`src/pptt_pkg.sv`:
```
package pptt_pkg;

    localparam int IDX_W      = 10;
    localparam int NODE_COUNT = 1 << IDX_W;
    localparam int WALK_LIMIT = 64;
    localparam int STEP_W     = $clog2(WALK_LIMIT + 1);
    localparam int PAIR_W     = 11;
    localparam int CMD_W      = 3;
    localparam int UPC_W      = 5;

    localparam logic [CMD_W-1:0] CMD_SET      = 3'd0;
    localparam logic [CMD_W-1:0] CMD_GET      = 3'd1;
    localparam logic [CMD_W-1:0] CMD_DIRECT   = 3'd2;
    localparam logic [CMD_W-1:0] CMD_ANCESTOR = 3'd3;
    localparam logic [CMD_W-1:0] CMD_LIST     = 3'd4;
    localparam logic [CMD_W-1:0] CMD_CLEAR    = 3'd5;

    typedef enum logic [3:0] {
        OP_NONE       = 4'd0,
        OP_ACCEPT     = 4'd1,
        OP_SWEEP      = 4'd2,
        OP_CLR_INIT   = 4'd3,
        OP_SET        = 4'd4,
        OP_GET        = 4'd5,
        OP_DIRECT     = 4'd6,
        OP_ANC        = 4'd7,
        OP_TRUNC      = 4'd8,
        OP_LIST_FIRST = 4'd9,
        OP_LIST_ADV   = 4'd10,
        OP_LIST_EMIT  = 4'd11,
        OP_EMIT_NONE  = 4'd12
    } op_t;

    typedef enum logic [2:0] {
        C_NEVER     = 3'd0,
        C_ALWAYS    = 3'd1,
        C_DONE      = 3'd2,
        C_NOT_LIMIT = 3'd3,
        C_NOT_SWEPT = 3'd4,
        C_DISPATCH  = 3'd5
    } cond_t;

    typedef struct packed {
        op_t              op;
        cond_t            cond;
        logic [UPC_W-1:0] target;
        logic             may_emit;
    } cw_t;

    typedef struct packed {
        logic accepted;
        logic done;
        logic at_limit;
        logic sweep_done;
        logic stall;
    } status_t;

    localparam logic [UPC_W-1:0] U_RSWEEP    = 5'd0;
    localparam logic [UPC_W-1:0] U_IDLE      = 5'd1;
    localparam logic [UPC_W-1:0] U_SET_RD    = 5'd2;
    localparam logic [UPC_W-1:0] U_SET       = 5'd3;
    localparam logic [UPC_W-1:0] U_GET_RD    = 5'd4;
    localparam logic [UPC_W-1:0] U_GET       = 5'd5;
    localparam logic [UPC_W-1:0] U_DIR_RD    = 5'd6;
    localparam logic [UPC_W-1:0] U_DIR       = 5'd7;
    localparam logic [UPC_W-1:0] U_ANC_RD    = 5'd8;
    localparam logic [UPC_W-1:0] U_ANC       = 5'd9;
    localparam logic [UPC_W-1:0] U_ANC_WAIT  = 5'd10;
    localparam logic [UPC_W-1:0] U_ANC_TRUNC = 5'd11;
    localparam logic [UPC_W-1:0] U_LST_RD    = 5'd12;
    localparam logic [UPC_W-1:0] U_LST_FIRST = 5'd13;
    localparam logic [UPC_W-1:0] U_LST_WAIT  = 5'd14;
    localparam logic [UPC_W-1:0] U_LST_EMIT  = 5'd15;
    localparam logic [UPC_W-1:0] U_LST_ADV   = 5'd16;
    localparam logic [UPC_W-1:0] U_CLR_INIT  = 5'd17;
    localparam logic [UPC_W-1:0] U_CLR_SWEEP = 5'd18;
    localparam logic [UPC_W-1:0] U_NONE      = 5'd19;

    function automatic cw_t ucode(input logic [UPC_W-1:0] addr);
        cw_t w;
        case (addr)
            U_RSWEEP:    w = '{OP_SWEEP,      C_NOT_SWEPT, U_RSWEEP,    1'b0};
            U_IDLE:      w = '{OP_ACCEPT,     C_DISPATCH,  U_IDLE,      1'b0};
            U_SET_RD:    w = '{OP_NONE,       C_NEVER,     U_IDLE,      1'b0};
            U_SET:       w = '{OP_SET,        C_ALWAYS,    U_IDLE,      1'b1};
            U_GET_RD:    w = '{OP_NONE,       C_NEVER,     U_IDLE,      1'b0};
            U_GET:       w = '{OP_GET,        C_ALWAYS,    U_IDLE,      1'b1};
            U_DIR_RD:    w = '{OP_NONE,       C_NEVER,     U_IDLE,      1'b0};
            U_DIR:       w = '{OP_DIRECT,     C_ALWAYS,    U_IDLE,      1'b1};
            U_ANC_RD:    w = '{OP_NONE,       C_NEVER,     U_IDLE,      1'b0};
            U_ANC:       w = '{OP_ANC,        C_DONE,      U_IDLE,      1'b1};
            U_ANC_WAIT:  w = '{OP_NONE,       C_NOT_LIMIT, U_ANC,       1'b0};
            U_ANC_TRUNC: w = '{OP_TRUNC,      C_ALWAYS,    U_IDLE,      1'b1};
            U_LST_RD:    w = '{OP_NONE,       C_NEVER,     U_IDLE,      1'b0};
            U_LST_FIRST: w = '{OP_LIST_FIRST, C_DONE,      U_IDLE,      1'b1};
            U_LST_WAIT:  w = '{OP_NONE,       C_NEVER,     U_IDLE,      1'b0};
            U_LST_EMIT:  w = '{OP_LIST_EMIT,  C_DONE,      U_IDLE,      1'b1};
            U_LST_ADV:   w = '{OP_LIST_ADV,   C_ALWAYS,    U_LST_WAIT,  1'b0};
            U_CLR_INIT:  w = '{OP_CLR_INIT,   C_NEVER,     U_IDLE,      1'b0};
            U_CLR_SWEEP: w = '{OP_SWEEP,      C_NOT_SWEPT, U_CLR_SWEEP, 1'b0};
            U_NONE:      w = '{OP_EMIT_NONE,  C_ALWAYS,    U_IDLE,      1'b1};
            default:     w = '{OP_NONE,       C_ALWAYS,    U_IDLE,      1'b0};
        endcase
        return w;
    endfunction

    function automatic logic [UPC_W-1:0] entry_of(input logic [CMD_W-1:0] cmd);
        logic [UPC_W-1:0] e;
        case (cmd)
            CMD_SET:      e = U_SET_RD;
            CMD_GET:      e = U_GET_RD;
            CMD_DIRECT:   e = U_DIR_RD;
            CMD_ANCESTOR: e = U_ANC_RD;
            CMD_LIST:     e = U_LST_RD;
            CMD_CLEAR:    e = U_CLR_INIT;
            default:      e = U_NONE;
        endcase
        return e;
    endfunction

endpackage

```
`src/pptt_seq.sv`:
```
module pptt_seq (
    input  logic                        aclk,
    input  logic                        aresetn,
    input  logic [pptt_pkg::CMD_W-1:0]  s_cmd,
    input  pptt_pkg::status_t           st,
    output pptt_pkg::cw_t               cw
);
    import pptt_pkg::*;

    logic [UPC_W-1:0] upc_reg;
    logic [UPC_W-1:0] upc_next;
    logic             take;

    assign cw = ucode(upc_reg);

    always_comb begin
        case (cw.cond)
            C_NEVER:     take = 1'b0;
            C_ALWAYS:    take = 1'b1;
            C_DONE:      take = st.done;
            C_NOT_LIMIT: take = !st.at_limit;
            C_NOT_SWEPT: take = !st.sweep_done;
            default:     take = 1'b0;
        endcase

        if (st.stall) begin
            upc_next = upc_reg;
        end else if (cw.cond == C_DISPATCH) begin
            upc_next = st.accepted ? entry_of(s_cmd) : upc_reg;
        end else if (take) begin
            upc_next = cw.target;
        end else begin
            upc_next = upc_reg + UPC_W'(1);
        end
    end

    always_ff @(posedge aclk) begin
        if (!aresetn) begin
            upc_reg <= U_RSWEEP;
        end else begin
            upc_reg <= upc_next;
        end
    end

endmodule

```
`config.mk`:
```
export PLATFORM = sky130hd
export DESIGN_NAME = pptt_seq
export DESIGN_NICKNAME = d
export VERILOG_FILES = /design/src/pptt_pkg.sv /design/src/pptt_seq.sv
export SDC_FILE = /design/constraint.sdc
export NUM_CORES = 1
export LEC_CHECK = 0
export ABC_CLOCK_PERIOD_IN_PS = 3100
export BUFFER_PORTS_ARGS = -buffer_cell sky130_fd_sc_hd__buf_2
export CAP_MARGIN = 20
export CORE_UTILIZATION = 36
export DETAILED_ROUTE_END_ITERATION = 8
export PLACE_DENSITY_LB_ADDON = 0.2
export SLEW_MARGIN = 20
export SYNTH_ARGS = -nofsm -noshare
export SYNTH_HDL_FRONTEND = slang
export SYNTH_SLANG_ARGS = --single-unit
```
`constraint.sdc`:
```
create_clock -name aclk -period 3.1 [get_ports aclk]
set_input_delay 0.31 -clock aclk [delete_from_list [all_inputs] [get_ports aclk]]
set_output_delay 0.31 -clock aclk [all_outputs]
set_load 0.03 [all_outputs]
```
**Word level (Yosys, flattened, before mapping)**

Memories as Yosys holds them, arrays and structs flattened. A register that Yosys moved wholly into a read port is not among the register bits.
Cells that the tools add are included.

- Logic and storage cells: 26
- Bits in read-only memories: 416
- Flip-flop bits (word level): 5
- Memories kept: 1
- Output and inout port bits: 13
- Input port bits: 10

- Multiplexer cells: 7
- Equality and inequality tests: 11
- $add $sub $neg: 1
- Bitwise gates (word level): 1
- Reductions and logical operators: 4

Memory list:

| name | depth | bits a word | read ports | clocked after Yosys merged registers in | wr ports | RTL line | text |
|---|---|---|---|---|---|---|---|
| (name not given) | 32 | 13 | 1 | 1 | 0 | pptt_pkg.sv:81 | `case (addr)` |

Operators with widths:

| cell | count |
|---|---|
| 5-bit one-hot mux with 6 select lines | 1 |
| 5-bit two-way mux | 5 |
| 3-bit by 2-bit == test with 1-bit output, second input constant | 4 |
| 3-bit == test, second input constant | 4 |
| 3-bit by 1-bit == test with 1-bit output, second input constant | 2 |
| 5-bit by 1-bit adder with 5-bit output, second input constant | 1 |
| 1-bit one-hot mux with 4 select lines | 1 |
| 3-bit zero test | 1 |
| 1-bit zero test | 2 |
| 2-bit inequality test, second input constant | 1 |
| 2-bit AND reduction | 1 |
| 1-bit inverter | 1 |

**Longest topological paths before layout**

- Depth in word-level cells: 6
- Gate-level depth with buffers: 11
- Depth with buffers taken out: 10

**Least setup slack after synthesis**

Ideal clock, no wire load.

- Path kind: reg-to-reg
- Start: register, netlist name cw[8]
- End: register, netlist name cw[10]
- Buffers on the path: 1
- Period minus slack after synthesis: 2.766 ns
- Setup slack: 0.334 ns
- Library setup time: 0.122 ns
- Arrival: 2.644 ns
- Cell stages (with the launch flop): 11
- Cell sequence: dfxtp_1 or4b_4 and4_4 buf_6 mux2i_1 a21oi_1 nand2_1 ha_1 inv_1 a2111oi_4 a221o_1

- Longest elaborated chain between the ends: 6

RTL lines:

| item | RTL line | text |
|---|---|---|
| 3-bit == test (tied with other cells) | pptt_seq.sv:17 | `case (cw.cond)` |
| 1-bit one-hot mux with 4 select lines | pptt_seq.sv:17 |  |
| 5-bit two-way mux | pptt_seq.sv:30 | `end else if (take) begin` |
| 5-bit two-way mux | pptt_seq.sv:28 | `end else if (cw.cond == C_DISPATCH) begin` |
| 5-bit two-way mux (no source line) * (2 in a row) | - |  |

Mark *: on every way between the ends. The rest lies on a longest branch, timed or not.
A chain may end at the register's enable or synchronous reset.

**Worst setup path after layout**

- Start: register, netlist name cw[6]
- End: register, netlist name cw[10]

- Longest elaborated chain between the ends: 6

RTL lines:

| item | RTL line |
|---|---|
| 3-bit == test (tied with other cells) | pptt_seq.sv:17 |
| 1-bit one-hot mux with 4 select lines | pptt_seq.sv:17 |
| 5-bit two-way mux | pptt_seq.sv:30 |
| 5-bit two-way mux | pptt_seq.sv:28 |
| 5-bit two-way mux (no source line) * (2 in a row) | - |

Marked as above.

==> flow_metrics.env <==
export IMPL_antenna_found_initial=0
export IMPL_tns_ns=0
export IMPL_routedWlPerCell_um=12.9
export IMPL_drive_gt1_share_pct=30.6
export IMPL_crit_fanout=6
export IMPL_synth_top_area_cell="dfxtp_1"
export IMPL_dominantRegCellSynth="dfxtp_1"
export IMPL_io_buffers=22
export IMPL_skew_ns=0.00281
export IMPL_die_x_um=58.2
export IMPL_grt_pass1_wl_mm=4.06
export IMPL_drv_cap=0
export IMPL_dieHeight_um=58.2
export IMPL_hold_viol_final=0
export IMPL_postRouteAntennaNets=0
export IMPL_path_clk_slew_ns=0.10
export IMPL_area_growth_pct=14.4
export IMPL_rsz0062_at_grt="false"
export IMPL_dp_hpwl_mm=1.91
export IMPL_max_freq_mhz=384
export IMPL_post_cts_buffers=0
export IMPL_yosysMostFrequentCell="dfxtp_1"
export IMPL_fin_crit_sh_pct=84.0
export IMPL_clock_latency_ns=0.29
export IMPL_startpoint_type="flop"
export IMPL_cp_required_ns=3.29
export IMPL_syn_cell_area_sq_um=1140
export IMPL_peakVddDrop_v=0.000352
export IMPL_synthArstFlopShare_pct=0
export IMPL_postSynthCellCount=121
export IMPL_p_leak_nw=0.584
export IMPL_synth_edf_count=0
export IMPL_n_fill_cell=306
export IMPL_status="completed"
export IMPL_synth_seq_cells=18
export IMPL_ys_warn_count=0
export IMPL_htree_levels=1
export IMPL_register_area_sq_um=360
export IMPL_dieArea_sq_um=3390
export IMPL_largest_register_ffs=13
export IMPL_antenna_cells=0
export IMPL_worstReg2RegStart="cw[6]$_DFF_P_"
export IMPL_cts_tree="built"
export IMPL_first_iter_violations=30
export IMPL_multi_input_area_sq_um=683
export IMPL_yosysUniqueCellTypes=44
export IMPL_end_kind="flop"
export IMPL_num_io_pins=23
export IMPL_viasPerCell=5.10
export IMPL_cts_sinks=18
export IMPL_grt_pass1_vias=886
export IMPL_finalMaxSlewViolations=0
export IMPL_setup_violations=0
export IMPL_cp_arrival_ns=2.79
export IMPL_cts_buffers_inserted=3
export IMPL_wl_mm=2.43
export IMPL_grt_max_degree=12
export IMPL_critical_path_class="flop to flop"
export IMPL_cts_root_buf="clkbuf_4"
export IMPL_fin_crit_ns=2.60
export IMPL_syn_num_nets=137
export IMPL_grt_overflow=0
export IMPL_avgSynthCellArea_sq_um=9.40
export IMPL_relSlewSlack_pct=78.4
export IMPL_gp_congestion=0.839
export IMPL_grt_total_usage_pct=15.6
export IMPL_startpoint="cw[6]$_DFF_P_"
export IMPL_synth_commonest_cells="18 x dfxtp_1, 12 x nand2_1, 10 x nor2_1"
export IMPL_core_area_sq_um=3030
export IMPL_ys_seq_area_share_pct=31.7
export IMPL_hp_start="aresetn"
export IMPL_start_util_pct=37.6
export IMPL_hold_path_class="primary input to flop"
export IMPL_via_count=958
export IMPL_cts_buffer_depth=2
export IMPL_powerDensity_nw_per_um2=951
export IMPL_synthTopCellsByArea="dfxtp_1 32%, ha_1 6.6%, mux2i_1 5.3%, buf_6 4.0%, nand2_1 4.0%"
export IMPL_dr_pass1_iters=4
export IMPL_holdBufCountCts=0
export IMPL_cts_resized=0
export IMPL_drc=0
export IMPL_total_power_mw=1.24
export IMPL_worst_pin_slew_ns=0.320
export IMPL_synth_top_cell_area_share_pct=31.7
export IMPL_placementRows=20
export IMPL_nNetsFinal=161
final cells by class:
type,count,area share [%]
Clock buffer,4,2.79
Tap cell,44,4.23
Timing Repair Buffer,24,9.62
Multi-Input combinational cell,88,52.5
Sequential cell,18,27.7
Inverter,10,3.17
through the flow:
stage                     utilization [%]  worst slack [ns]  std cells  instance area [sq um]  hold slack [ns]
after global placement               41.8             0.550        184                   1260            0.646
after floorplan                         -             0.334        121                   1140            0.593
after CTS                            43.0             0.492        188                   1300            0.386
final                                43.0             0.497        188                   1300            0.394
after detailed placement             41.8             0.488        184                   1260            0.654
after global routing                 43.0             0.349        188                   1300            0.398
power breakdown:
group / internal, mW / switching [mW] / total, mW
combinational: 0.284 / 0.450 / 0.734
sequential: 0.312 / 0.0492 / 0.361
clock: 0.0716 / 0.0701 / 0.142
metal layers:
metal	track usage, %	share of wire (%)	routed length [um]	vias up
met3	2.01	2.9	71	5
li1	-	-	-	492
met1	21.2	48	1170	442
met5	0	0	0	-
met2	25.1	47	1150	19
met4	6.12	1.6	38	0
cell usage in the layout, fill, tap and decap left out, types with 2 or more instances in the layout:
| cell type | count |
|---|---|
| xor2_1 | 2 |
| o211ai_1 | 2 |
| nor2_1 | 10 |
| nand2_1 | 12 |
| o2bb2ai_1 | 2 |
| ha_1 | 6 |
| nand3_1 | 8 |
| inv_1 | 8 |
| clkbuf_4 | 3 |
| dfxtp_1 | 18 |
| a21oi_1 | 5 |
| buf_2 | 22 |
| buf_4 | 2 |
| mux2i_1 | 6 |
| a41o_1 | 2 |
| o21ai_0 | 5 |
| a41oi_1 | 2 |
worst paths after layout:
check / cells after the start / slack [ns] / end
max: 8 / 0.50 / cw[10]$_DFF_P_
min: 2 / 0.39 / upc_reg[1]$_SDFFE_PN0N_
max reg2reg: 8 / 0.50 / cw[10]$_DFF_P_
min reg2reg: 3 / 0.67 / upc_reg[1]$_SDFFE_PN0N_
critical path, cell delays in order (launching register included):
cell	delay, ns
dfxtp_1	0.36
or4bb_1	0.56
and4_4	0.23
mux2i_1	0.19
a41o_1	0.29
inv_1	0.11
ha_1	0.23
and2_2	0.18
a221o_1	0.35
cell families after synthesis:
family / after synthesis / synth area share (%)
AOI/OAI and AO/OA: 32 / 26.3
xor gates and xnor gates: 3 / 2.31
adders and majority gates: 7 / 7.59
buffers and inverters: 15 / 8.25
DFF: 18 / 31.7
muxes: 6 / 5.28
and+or+nand+nor: 40 / 18.6
Power figures use the tool's default switching activity.
